<file path="config.mk">
export PLATFORM = sky130hd
export DESIGN_NAME = vmt_opsel
export DESIGN_NICKNAME = d
export VERILOG_FILES = /design/src/rtl/vmt_pkg.sv /design/src/rtl/vmt_opsel.sv
export SDC_FILE = /design/constraint.sdc
export NUM_CORES = 1
export LEC_CHECK = 0
export ABC_AREA = 1
export BUFFER_PORTS_ARGS = -buffer_cell sky130_fd_sc_hd__clkbuf_2
export CORE_AREA = 2 2 493 495
export CTS_CLUSTER_SIZE = 24
export DETAILED_ROUTE_END_ITERATION = 8
export DIE_AREA = 0 0 495 497
export HOLD_SLACK_MARGIN = 0.15
export RECOVER_POWER = 50
export SETUP_SLACK_MARGIN = 0.05
export SYNTH_ARGS = -nofsm -noshare
export SYNTH_HDL_FRONTEND = slang
export SYNTH_SLANG_ARGS = --single-unit
</file>
<file path="constraint.sdc">
create_clock -name i_clk -period 3.2 [get_ports i_clk]
set_clock_uncertainty 0.05 [all_clocks]
set_input_delay 0.8 -clock i_clk [delete_from_list [all_inputs] [get_ports i_clk]]
set_output_delay 0.8 -clock i_clk [all_outputs]
set_load 0.02 [all_outputs]
</file>
<file path="src/rtl/vmt_pkg.sv">
// ----------------------------------------------------------------------------
// vmt_pkg
// Shared types and constants of the 4x4 matrix by vector transform unit.
// ----------------------------------------------------------------------------
package vmt_pkg;

    localparam int VMT_COMPONENT_WIDTH = 32;
    localparam int VMT_FRACTION_BITS   = 16;

    localparam int FIELD_W     = 32;
    localparam int REG_W       = 64;
    localparam int NUM_REGS    = 8;
    localparam int CFG_INDEX_W = 8;

    // Register indexes of the configuration port.
    localparam logic [CFG_INDEX_W-1:0] REG_ROW0_COLS01 = 8'd0;
    localparam logic [CFG_INDEX_W-1:0] REG_ROW0_COLS23 = 8'd1;
    localparam logic [CFG_INDEX_W-1:0] REG_ROW1_COLS01 = 8'd2;
    localparam logic [CFG_INDEX_W-1:0] REG_ROW1_COLS23 = 8'd3;
    localparam logic [CFG_INDEX_W-1:0] REG_ROW2_COLS01 = 8'd4;
    localparam logic [CFG_INDEX_W-1:0] REG_ROW2_COLS23 = 8'd5;
    localparam logic [CFG_INDEX_W-1:0] REG_ROW3_COLS01 = 8'd6;
    localparam logic [CFG_INDEX_W-1:0] REG_ROW3_COLS23 = 8'd7;

    // Reset values of the matrix registers.
    localparam logic [REG_W-1:0] RST_ROW0_COLS01 = 64'h0000_0000_4000_0000;
    localparam logic [REG_W-1:0] RST_ROW0_COLS23 = 64'h0000_0000_0000_0000;
    localparam logic [REG_W-1:0] RST_ROW1_COLS01 = 64'h0001_0000_0000_0000;
    localparam logic [REG_W-1:0] RST_ROW1_COLS23 = 64'h0000_0000_0000_0000;
    localparam logic [REG_W-1:0] RST_ROW2_COLS01 = 64'h0000_0000_0000_0000;
    localparam logic [REG_W-1:0] RST_ROW2_COLS23 = 64'h0000_0000_0001_0000;
    localparam logic [REG_W-1:0] RST_ROW3_COLS01 = 64'h0000_0000_0000_0000;
    localparam logic [REG_W-1:0] RST_ROW3_COLS23 = 64'h0001_0000_0000_0000;

    // Transform selection.
    localparam logic FUNC_ROW_TIMES_MAT = 1'b0;
    localparam logic FUNC_MAT_TIMES_COL = 1'b1;

    typedef logic [NUM_REGS-1:0][REG_W-1:0] t_mat;

    typedef struct packed {
        logic                      func;
        logic signed [FIELD_W-1:0] in_x;
        logic signed [FIELD_W-1:0] in_y;
        logic signed [FIELD_W-1:0] in_z;
        logic signed [FIELD_W-1:0] in_w;
    } t_vec_in;

    typedef struct packed {
        logic signed [FIELD_W-1:0] out_x;
        logic signed [FIELD_W-1:0] out_y;
        logic signed [FIELD_W-1:0] out_z;
        logic signed [FIELD_W-1:0] out_w;
        logic                      overflow;
    } t_vec_out;

    // Load enables of the two multiply-accumulate stages.
    typedef struct packed {
        logic en_mul;
        logic en_sum;
    } t_mac_ctl;

endpackage

</file>
<file path="src/rtl/vmt_opsel.sv">
// ----------------------------------------------------------------------------
// vmt_opsel
// First stage: picks each coefficient for the chosen transform and narrows
// components and coefficients to the working width.
// ----------------------------------------------------------------------------
module vmt_opsel
    import vmt_pkg::*;
#(
    parameter int COMPONENT_WIDTH = VMT_COMPONENT_WIDTH
) (
    input  logic                                       i_clk,
    input  logic                                       i_en,
    input  t_vec_in                                    i_word,
    input  t_mat                                       i_mat,
    output logic [3:0][COMPONENT_WIDTH-1:0]            o_vec,
    output logic [3:0][3:0][COMPONENT_WIDTH-1:0]       o_coef
);

    localparam int CW = COMPONENT_WIDTH;

    logic [3:0][CW-1:0]      n_vec;
    logic [3:0][3:0][CW-1:0] n_coef;
    logic [3:0][CW-1:0]      r_vec;
    logic [3:0][3:0][CW-1:0] r_coef;

    // Coefficient m[r][c] sits in register 2r + c/2, low or high half by c.
    always_comb begin
        n_vec[0] = i_word.in_x[CW-1:0];
        n_vec[1] = i_word.in_y[CW-1:0];
        n_vec[2] = i_word.in_z[CW-1:0];
        n_vec[3] = i_word.in_w[CW-1:0];
        for (int i = 0; i < 4; i++) begin
            for (int k = 0; k < 4; k++) begin
                if (i_word.func == FUNC_MAT_TIMES_COL) begin
                    n_coef[i][k] = i_mat[2*i + (k >> 1)][32*(k & 1) +: CW];
                end else begin
                    n_coef[i][k] = i_mat[2*k + (i >> 1)][32*(i & 1) +: CW];
                end
            end
        end
    end

    always_ff @(posedge i_clk) begin
        if (i_en) begin
            r_vec  <= n_vec;
            r_coef <= n_coef;
        end
    end

    assign o_vec  = r_vec;
    assign o_coef = r_coef;

endmodule

</file>
Yosys cells after proc, flatten, opt, wreduce, memory -nomap -nowiden
Cells that the tools add are included. W data, S select, Z words.

Register bits after elaboration: 640. Bits of input ports: 643. Output and inout port bits: 640.

Muxes and demuxes: 12.

Operator list (count): $mux W32 (12).

Depth between registers and ports, before layout
Word-level depth: 1. Mapped depth: 6. Depth with buffers taken out: 3.

Least setup slack after synthesis
No wires, ideal clock.

Path type: input -> register. Start: input port i_word[128] in the netlist's numbering. End: register r_coef, in the netlist o_coef[414] (data pin). Library setup time: 252 ps. Arrival time: 1320 ps. Required time: 2898 ps. Setup slack: 1578 ps. Stages: 5. Cell sequence: buf_6 > buf_4 > buf_4 > nand2_1 > nand2_1.

RTL lines: from (decl) (line vmt_opsel.sv:13) `input t_vec_in i_word,`; to (signal assigned) (line vmt_opsel.sv:46) `r_coef <= n_coef;`; to (decl) (line vmt_opsel.sv:24) `logic [3:0][3:0][CW-1:0] r_coef;`.

Final worst setup path
Start: input port i_en. End: register r_coef, in the netlist o_coef[386], enable pin.

RTL lines: from (decl) (line vmt_opsel.sv:12) `input logic i_en,`.

No word-level cell between the ends.

==> impl_results.md <==
* Area of the core at 240000 um2
* Post_cts resized at 0
* DR iter-0 viols at 1578
* Netlist area before placement at 24300 um2
* Detailed-route wire length at 172000 um
* Post-route ant nets at 0
* Row cnt at 180
* Type of destination of the critical path: register
* Part of the cycle the worst path needs at 0.831
* Vias per Instance at 3.15
* Grt ovf at 0
* Max-cap viol count at 6
* HPWL after detailed placement at 147000 um
* Max-Slew Margin vs Limit at -0.458
* Placement-stage cell area at 34400 um2
* Flip-flop and latch area at 19200 um2
* Number of optimization iterations in the first detailed-route pass at 6
* CP Cell Sequence: buf_8 -> clkbuf_2
* Layout cells sized above 1 at 0.393
* Hold Crit Depth at 1
* DR WL/cell at 25.6 um
* Via count of the first global-routing pass at 20715
* Setup repair after global routing missed its margin: no
* Area of the die at 246000 um2
* Startpoint types: input port
* Hold Startpoint: i_word[89]
* Final count of hold timing violations at 0
* Maximum net fanout on the critical path at 73
* Cell area after layout at 39100 um2
* Total I/O pin count at 1283
* Worst path arrival time at 2870 ps
* Number of antenna violations at the first check in global routing at 76
* Area of the multi-input gates at 4320 um2
* DRC Markers at 0
* Post-Route Utilization at 0.163
* Final Critical Period at 2660 ps
* Fraction of the yosys area taken by sequential cells at 0.792
* Cell variety after synth at 7
* Starting Density at 0.101
* Number of nets in the final layout at 4062
* Cell family contributing the most delay on the critical path: buffers and inverters
* Net count after synthesis at 2521
* CTS tree: done
* Vertical die dimension at 497 um
* VDD IR max at 382 uV
* Violations in the final reports: max-capacitance violations, max-slew violations
* Transition at the pin with the smallest max-transition slack at 2190 ps
* Syn. warnings at 0
* Static leakage at 17.2 nW
* Clock tree sinks at 640
* Buffer levels on the longest clock path at 3
* Root buf cell: sky130_fd_sc_hd__clkbuf_16
* Number of placed instances, taps included at 6300
* Cells after Synth at 1878
* Largest net degree at the start of global routing at 148
* Area growth, synth to finish at 61.2%
* Total setup violations reported at the end of the flow at 0
* Crit path required time at 3410 ps
* Cell Count, Final, Fillers Out at 6714
* Number of max-slew violations in the final report at 435
* Number of clock buffers inserted by TritonCTS at 82
* Hold EP: o_vec[57]
* PortBufs at 1282
* Routed vias at 21129
* Number of buffers inserted for hold repair after clock tree synthesis at 220
* Buffers & Inverters on Critical Path at 2
* Crit-path max cell delay at 1620 ps
* Setup WS pre-CTS at 779 ps
* Total GRT Usage at 0.134
* Fin Setup TNS at 0 ps
* Die boundary width at 495 um
* CP max stage cell: sky130_fd_sc_hd__clkbuf_2
* H-tree Lvls at 3
* Status: complete, but fails checks
* Worst path setup slack after routing at 542 ps
* Power per unit of standard cell area at 606 nW/um2
* Weighted congestion reported at the end of routability-driven placement at 0.919
* Flop and latch count out of synthesis at 640
* Number of setup buffers added after CTS at 0
* Instance count on the critical path at 2
* Crit Path Category: in2reg
* Class of the tightest hold or removal check: in2reg
* Fill count at 26952
* Register clock-pin slew on the reported worst setup and hold paths at 60 ps
* Global-route wire length before repair at 213000 um
* Post-Synthesis Mean Instance Area at 12.9 um2
* Achievable Freq at 376 MHz
synth_stat cells:
cell type                  count  area [um2]
sky130_fd_sc_hd__buf_2        34         170
sky130_fd_sc_hd__buf_4         7        52.6
sky130_fd_sc_hd__buf_6        43         484
sky130_fd_sc_hd__buf_8         1        15.0
sky130_fd_sc_hd__edfxtp_1    640       19200
sky130_fd_sc_hd__inv_6         1        8.76
sky130_fd_sc_hd__nand2_1    1152        4320
registers in the layout, indices dropped and copies added, names as in the netlist:
| name | cells |
|---|---|
| o_coef | 512 |
| o_vec | 128 |
cell families after synthesis:
family,synth area share
DFF,0.792
buffers and inverters,0.0301
and+or+nand+nor,0.178
metrics by stage:
stage / power, mW / hold slack [ps]
after CTS: 24.3 / 150
after floorplan: 11.9 / 849
after global routing: 24.7 / 165
final: 23.7 / 244
after detailed placement: 14.4 / 929
after global placement: 14.4 / 928
power breakdown:
| group | leakage (nW) | switching (mW) | internal, mW |
|---|---|---|---|
| clock network | 1.28 | 4.09 | 5.27 |
| logic | 9.62 | 2.87 | 1.08 |
| registers | 6.25 | 0.298 | 10.1 |
| total | 17.2 | 7.25 | 16.5 |
routing by layer:
layer | GRT usage | vias up | wire length [um]
met1 | 0.140 | 10199 | 61400
met3 | 0.0720 | 226 | 21900
li1 | - | 9430 | -
met5 | 0 | - | 65
met4 | 0.0528 | 10 | 7250
met2 | 0.222 | 1264 | 81200
area by class of cell:
| class | count | share of cell area |
|---|---|---|
| tap | 3185 | 0.102 |
| antenna | 45 | 0.00288 |
| timing repair buffer | 1542 | 0.226 |
| clock buffer | 100 | 0.0542 |
| multi-input combinational | 1152 | 0.111 |
| sequential | 640 | 0.491 |
| clock inverter | 49 | 0.0135 |
| inverter | 1 | 0.000416 |
cells in the final DEF, fill, tap and decap left out, drive strengths merged:
master,count
diode,45
clkbuf,1411
inv,9
edfxtp,640
dlygate4sd3,220
clkinv,32
buf,10
bufinv,6
clkinvlp,3
nand2,1152
dlymetal6s2s,1
worst max-delay path by stage:
stage | startpoint | end
floorplan | i_word[128] | o_coef[414]
global placement | i_word[128] | o_coef[157]
detailed placement | i_word[128] | o_coef[404]
CTS | o_coef[464] | o_coef[464]
global route | i_word[128] | o_coef[305]
finish | i_en | o_coef[386]
Power figures use the tool's default switching activity.
