<file path="src/rtl/vmt_pkg.sv">
// ----------------------------------------------------------------------------
// vmt_pkg
// Shared types and constants of the 4x4 matrix by vector transform unit.
// ----------------------------------------------------------------------------
package vmt_pkg;

    localparam int VMT_COMPONENT_WIDTH = 32;
    localparam int VMT_FRACTION_BITS   = 16;

    localparam int FIELD_W     = 32;
    localparam int REG_W       = 64;
    localparam int NUM_REGS    = 8;
    localparam int CFG_INDEX_W = 8;

    // Register indexes of the configuration port.
    localparam logic [CFG_INDEX_W-1:0] REG_ROW0_COLS01 = 8'd0;
    localparam logic [CFG_INDEX_W-1:0] REG_ROW0_COLS23 = 8'd1;
    localparam logic [CFG_INDEX_W-1:0] REG_ROW1_COLS01 = 8'd2;
    localparam logic [CFG_INDEX_W-1:0] REG_ROW1_COLS23 = 8'd3;
    localparam logic [CFG_INDEX_W-1:0] REG_ROW2_COLS01 = 8'd4;
    localparam logic [CFG_INDEX_W-1:0] REG_ROW2_COLS23 = 8'd5;
    localparam logic [CFG_INDEX_W-1:0] REG_ROW3_COLS01 = 8'd6;
    localparam logic [CFG_INDEX_W-1:0] REG_ROW3_COLS23 = 8'd7;

    // Reset values of the matrix registers.
    localparam logic [REG_W-1:0] RST_ROW0_COLS01 = 64'h0000_0000_4000_0000;
    localparam logic [REG_W-1:0] RST_ROW0_COLS23 = 64'h0000_0000_0000_0000;
    localparam logic [REG_W-1:0] RST_ROW1_COLS01 = 64'h0001_0000_0000_0000;
    localparam logic [REG_W-1:0] RST_ROW1_COLS23 = 64'h0000_0000_0000_0000;
    localparam logic [REG_W-1:0] RST_ROW2_COLS01 = 64'h0000_0000_0000_0000;
    localparam logic [REG_W-1:0] RST_ROW2_COLS23 = 64'h0000_0000_0001_0000;
    localparam logic [REG_W-1:0] RST_ROW3_COLS01 = 64'h0000_0000_0000_0000;
    localparam logic [REG_W-1:0] RST_ROW3_COLS23 = 64'h0001_0000_0000_0000;

    // Transform selection.
    localparam logic FUNC_ROW_TIMES_MAT = 1'b0;
    localparam logic FUNC_MAT_TIMES_COL = 1'b1;

    typedef logic [NUM_REGS-1:0][REG_W-1:0] t_mat;

    typedef struct packed {
        logic                      func;
        logic signed [FIELD_W-1:0] in_x;
        logic signed [FIELD_W-1:0] in_y;
        logic signed [FIELD_W-1:0] in_z;
        logic signed [FIELD_W-1:0] in_w;
    } t_vec_in;

    typedef struct packed {
        logic signed [FIELD_W-1:0] out_x;
        logic signed [FIELD_W-1:0] out_y;
        logic signed [FIELD_W-1:0] out_z;
        logic signed [FIELD_W-1:0] out_w;
        logic                      overflow;
    } t_vec_out;

    // Load enables of the two multiply-accumulate stages.
    typedef struct packed {
        logic en_mul;
        logic en_sum;
    } t_mac_ctl;

endpackage

</file>
<file path="src/rtl/vmt_sat.sv">
// ----------------------------------------------------------------------------
// vmt_sat
// Last stage: drops the fraction bits with an arithmetic shift, saturates each
// component and holds the finished output word.
// ----------------------------------------------------------------------------
module vmt_sat
    import vmt_pkg::*;
#(
    parameter int COMPONENT_WIDTH = VMT_COMPONENT_WIDTH,
    parameter int FRACTION_BITS   = VMT_FRACTION_BITS
) (
    input  logic                                       i_clk,
    input  logic                                       i_en,
    input  logic [3:0][2*COMPONENT_WIDTH+1:0]          i_sum,
    output t_vec_out                                   o_word
);

    localparam int CW = COMPONENT_WIDTH;
    localparam int SW = 2 * CW + 2;

    localparam logic signed [SW-1:0] SAT_MAX = (SW'(1) << (CW - 1)) - SW'(1);
    localparam logic signed [SW-1:0] SAT_MIN = ~SAT_MAX;

    logic signed [SW-1:0]     shifted [4];
    logic [3:0][FIELD_W-1:0]  res;
    logic [3:0]               sat;
    t_vec_out                 n_word;
    t_vec_out                 r_word;

    always_comb begin
        for (int i = 0; i < 4; i++) begin
            shifted[i] = $signed(i_sum[i]) >>> FRACTION_BITS;
            if (shifted[i] > SAT_MAX) begin
                res[i] = FIELD_W'($signed(SAT_MAX[CW-1:0]));
                sat[i] = 1'b1;
            end else if (shifted[i] < SAT_MIN) begin
                res[i] = FIELD_W'($signed(SAT_MIN[CW-1:0]));
                sat[i] = 1'b1;
            end else begin
                res[i] = FIELD_W'($signed(shifted[i][CW-1:0]));
                sat[i] = 1'b0;
            end
        end
        n_word.out_x    = res[0];
        n_word.out_y    = res[1];
        n_word.out_z    = res[2];
        n_word.out_w    = res[3];
        n_word.overflow = |sat;
    end

    always_ff @(posedge i_clk) begin
        if (i_en) begin
            r_word <= n_word;
        end
    end

    assign o_word = r_word;

endmodule

</file>
<file path="config.mk">
export PLATFORM = sky130hd
export DESIGN_NAME = vmt_sat
export DESIGN_NICKNAME = d
export VERILOG_FILES = /design/src/rtl/vmt_pkg.sv /design/src/rtl/vmt_sat.sv
export SDC_FILE = /design/constraint.sdc
export NUM_CORES = 1
export LEC_CHECK = 0
export BUFFER_PORTS_ARGS = -buffer_cell sky130_fd_sc_hd__buf_2
export CELL_PAD_IN_SITES_DETAIL_PLACEMENT = 1
export CELL_PAD_IN_SITES_GLOBAL_PLACEMENT = 1
export CORE_AREA = 10 10 154 142
export CTS_CLUSTER_SIZE = 10
export DETAILED_ROUTE_END_ITERATION = 10
export DIE_AREA = 0 0 164 152
export PLACE_DENSITY = 0.79
export SYNTH_ARGS = -nofsm -noshare
export SYNTH_HDL_FRONTEND = slang
export SYNTH_SLANG_ARGS = --single-unit
</file>
<file path="constraint.sdc">
create_clock -name i_clk -period 2.3 [get_ports i_clk]
set_clock_uncertainty 0.1 [all_clocks]
set_input_delay 0.115 -clock i_clk [delete_from_list [all_inputs] [get_ports i_clk]]
set_output_delay 0.115 -clock i_clk [all_outputs]
set_load 0.1 [all_outputs]
</file>
# == After elaboration in Yosys (flattened, before gate mapping) ==
# Index checks and enable logic that the tools add are counted.
# totals
ff_bits,129
mem_count,0
wordCells,26
mem_bits_rw,0
out_inout_bits,129
rom_bits,0
latchBits,0
input_bits,266
# op_classes
n_div,0
n_mul,0
addsub,0
muxes,12
magnitude_cmp,8
n_reduce_logical,1
shifts,0
n_eq_ne,0
n_bitwise,0
# ops
cell,n
"> comparator 50 x 32 -> 1 bit, second input constant",4
"< comparator 50 x 32 -> 1 bit, second input constant",4
two-way mux 32 bit,4
two-way mux 1 bit,8
OR reduction 4 bit,1

# == Longest topological paths before layout ==
# logic_depth
word_depth,4
depth_mapped,6
ltp_nobuf,5

# == Least setup slack after synthesis ==
# Ideal clock, no wire load.
# synth_timing
path_kind,input to register
startpoint,input port i_sum[262] (netlist bit)
endpoint,"register r_word, in the netlist o_word[0] (data pin)"
slack_ps,558
arrival_ps,1383
path_stages,4
required_ps,1941
setup_time_ps,259
path_cell_list,or4_1 o41ai_2 nand4_1 or2_1
# synth_lines
item,line_no,rtl
from (decl),vmt_sat.sv:14,"input logic [3:0][2*COMPONENT_WIDTH+1:0] i_sum,"
to (signal assigned),vmt_sat.sv:53,r_word <= n_word;
to (decl),vmt_sat.sv:28,t_vec_out r_word;

# == Worst setup path after layout ==
# layout_timing
startpoint,input port i_sum[64] (netlist bit)
endpoint,"register r_word, in the netlist o_word[126] (data pin)"
# layout_via
elab_chain_cells,2
word_cells_on_any_way,3
classes_between,order compare: 2; mux: 1
# layout_lines
item,line_no,rtl
< comparator 50 x 32 -> 1 bit,vmt_sat.sv:36,end else if (shifted[i] < SAT_MIN) begin
two-way mux 32 bit,vmt_sat.sv:36,
# Parallel ways exist; a longest one is shown, timed or not.
# A chain may end at the register's enable or synchronous reset.

==> flow_metrics.tcl <==
set metrics [dict create \
    run_status "complete, no violations" \
    slew_headroom 0.6516 \
    critPathArrivalTime_ns 1.69 \
    slew_at_the_pin_with_the_worst_max_slew_slack_ns 0.5262 \
    pin_count_of_the_biggest_net_entering_global_routing 46 \
    grt.busiest_layer "met2" \
    grt_util_met2 0.3522 \
    synth-seq-area-share 0.7269 \
    cts_tree "built" \
    vias_per_inst 4.577 \
    layout-drive-gt1-share 0.4100 \
    leakage_nw 4.252 \
    layout.filler_cells 2125 \
    worst_hold_path_type "in -> reg" \
    placedCellCount 1035 \
    worstPathRequired_ns 2.34 \
    fp-row-count 48 \
    clk_root_buffer_cell "sky130_fd_sc_hd__clkbuf_16" \
    floorplan.io_pins 395 \
    combinationalPowerShare 0.295 \
    sequential_cell_area_sq_mm 0.003874 \
    synthDominantCellAreaShare 0.7269 \
    place.gp.congestion 0.8833 \
    yosysWarnings 0 \
    sequential_fraction_of_design_power 0.361 \
    syn-num-nets 730 \
    via_count_of_the_first_global_routing_pass 6369 \
    max_clock_freq_ghz 0.6077 \
    fin_util 0.4951 \
    area_delta_synth_final_pct 74.10 \
    grt-ovfl-total 0 \
    post_synth_main_area_contributors "sky130_fd_sc_hd__edfxtp_1 73%, sky130_fd_sc_hd__nand2_1 18%, sky130_fd_sc_hd__buf_2 2.3%, sky130_fd_sc_hd__nand4_1 2.1%, sky130_fd_sc_hd__nor4_1 1.4%" \
    core_sq_mm 0.01874 \
    num_vias 5470 \
    post-dp-hpwl_mm 15.89 \
    final_nets 1198 \
    cts_inserted_buffers 17 \
    power.ir.vdd_worst_mv 0.4834 \
    p_sw_frac 0.3731 \
    drv_cap 0 \
    final_hold_viol_count 0 \
    final.setup.tns_ns 0 \
    final_non_filler_cell_area_sq_mm 0.009278 \
    crit_path_max_fanout 26 \
    setup-violations-final 0 \
    wl_per_cell_microns 20.41 \
    cts.sink_count 129 \
    post_synth_instance_area_sq_mm 0.005329 \
    overall_die_area_sq_mm 0.02493 \
    post_synth_num_cell_types 12 \
    number_of_antenna_violations_at_the_first_check_in_global_routing 1 \
    first_iter_violations 254 \
    cts_buffer_depth 2 \
    syn_inst 464 \
    antenna_violating_nets_post_route 0 \
    groute.layer.met3.usage 0.08374 \
    post-route-min-period_ns 1.645 \
    multi_input_comb_area_sq_mm 0.001365 \
    net_sw_power_mw 2.974 \
    power.clock.fraction 0.345 \
    cell_internal_power_mw 4.997 \
    start_util 0.2844 \
    synthesis.area_per_instance_sq_um 11.48 \
    cts_max_level 4 \
    count_of_tritonroute_iterations_in_the_first_routing_pass 4 \
    grt_first_pass_wirelength_mm 37.20 \
    die_height_microns 152 \
    yosys.area.top_type "sky130_fd_sc_hd__edfxtp_1" \
    dpl-instance-area_sq_mm 0.007401 \
    finalWirelength_mm 24.39 \
    total_track_usage 0.1944 \
    number_of_synthesized_register_bits 129 \
    met1_usage 0.1918 \
    clock_pin_slew_worst_setup_and_hold_paths_ns 0.07 \
    setup_repair_after_global_routing_missed_its_margin "false" \
    worstSetupPathType "in -> reg" \
    worstSetupStartpointType "primary input" \
    die_w_microns 164 \
    buffer_ports.inserted 330 \
    min_period_over_period 0.7154 \
    p_per_area_mw_per_mm2 859.1 \
    final_cells 1195 \
    cp-end-kind "flip-flop" \
    drc 0 \
    max_ffs_per_register 129 \
    finalMaxSlewViolations 0 \
]
[logic make-up (layout without fill, tap and decap cells)]
kind of cell    Yosys count  after routing  synth area share
compound gates            8              8           0.01597
buf+inv                  32            512           0.02817
flops                   129            129            0.7269
other cells               0              1                 0
simple gates            295            295            0.2289
[per-layer routing]
metal / part of all wire / vias to the layer above
met5: 0 / -
met4: 0.024 / 0
met3: 0.099 / 44
met2: 0.53 / 263
met1: 0.35 / 2620
li1: - / 2543
[layout make-up]
| cell class | instances | share of cell area |
|---|---|---|
| antenna | 1 | 0.0002697 |
| clock buffer | 18 | 0.04626 |
| clock inverter | 13 | 0.01767 |
| inverter | 4 | 0.001618 |
| multi-input combinational | 303 | 0.1471 |
| sequential | 129 | 0.4175 |
| tap | 250 | 0.03372 |
| timing repair buffer | 477 | 0.3358 |
[metrics by stage]
step / hold WS (ns) / setup slack (ns) / total power [mW]
after floorplan: 0.1275 / 0.5581 / 4.526
after global placement: 0.2355 / 0.2275 / 5.028
after detailed placement: 0.2390 / 0.1876 / 5.064
after CTS: 0.03913 / 0.6290 / 7.993
after global routing: 0.05616 / 0.5567 / 8.230
final: 0.05161 / 0.6546 / 7.971
[power groups by stage]
stage                     sequential (mW)  combinational, mW  clock [mW]
after floorplan                      4.36              0.170           0
after global placement               2.90               2.13           0
after detailed placement             2.91               2.15           0
after CTS                            2.87               2.33        2.80
after global routing                 2.89               2.44        2.90
final                                2.87               2.35        2.75
[Yosys cell counts]
cell	number
sky130_fd_sc_hd__buf_2	24
sky130_fd_sc_hd__clkbuf_1	4
sky130_fd_sc_hd__edfxtp_1	129
sky130_fd_sc_hd__inv_1	4
sky130_fd_sc_hd__nand2_1	252
sky130_fd_sc_hd__nand3_1	4
sky130_fd_sc_hd__nand4_1	18
sky130_fd_sc_hd__nor4_1	12
sky130_fd_sc_hd__o21ai_1	4
sky130_fd_sc_hd__o41ai_2	4
sky130_fd_sc_hd__or2_1	1
sky130_fd_sc_hd__or4_1	8
[critical path: stages]
cell and delay, ns:
sky130_fd_sc_hd__buf_2 0.12, sky130_fd_sc_hd__or4_1 0.57, sky130_fd_sc_hd__o41ai_4 0.41, sky130_fd_sc_hd__buf_4 0.35, sky130_fd_sc_hd__nand2_1 0.11
[cell usage in the layout, fill, tap and decap left out, types with 2 or more instances in the layout]
| cell | count |
|---|---|
| sky130_fd_sc_hd__buf_2 | 329 |
| sky130_fd_sc_hd__nand2_1 | 252 |
| sky130_fd_sc_hd__edfxtp_1 | 129 |
| sky130_fd_sc_hd__dlygate4sd3_1 | 128 |
| sky130_fd_sc_hd__nand4_1 | 18 |
| sky130_fd_sc_hd__clkbuf_16 | 17 |
| sky130_fd_sc_hd__buf_4 | 17 |
| sky130_fd_sc_hd__nor4_1 | 12 |
| sky130_fd_sc_hd__or4_1 | 8 |
| sky130_fd_sc_hd__nand3_1 | 4 |
| sky130_fd_sc_hd__inv_1 | 4 |
| sky130_fd_sc_hd__o41ai_4 | 4 |
| sky130_fd_sc_hd__o21ai_2 | 4 |
| sky130_fd_sc_hd__clkinv_4 | 4 |
| sky130_fd_sc_hd__bufinv_16 | 3 |
| sky130_fd_sc_hd__clkinv_2 | 3 |
| sky130_fd_sc_hd__buf_12 | 3 |
| sky130_fd_sc_hd__clkinvlp_4 | 2 |
[path summary, 6_finish.rpt]
path / from / to / depth (start not counted)
max: i_sum[64] / o_word[126] / 5
min: i_en / o_word[37] / 1
[repair_timing]
| action | 4_1_cts | 5_1_grt |
|---|---|---|
| endpoints found under the hold margin | 128 | 0 |
| setup endpoints to repair | 0 | 0 |
| resized for setup | 0 | 0 |
| buffers inserted | 0 | 0 |
| hold buffers | 128 | 0 |
No activity file was read; power rests on OpenSTA's default activity.
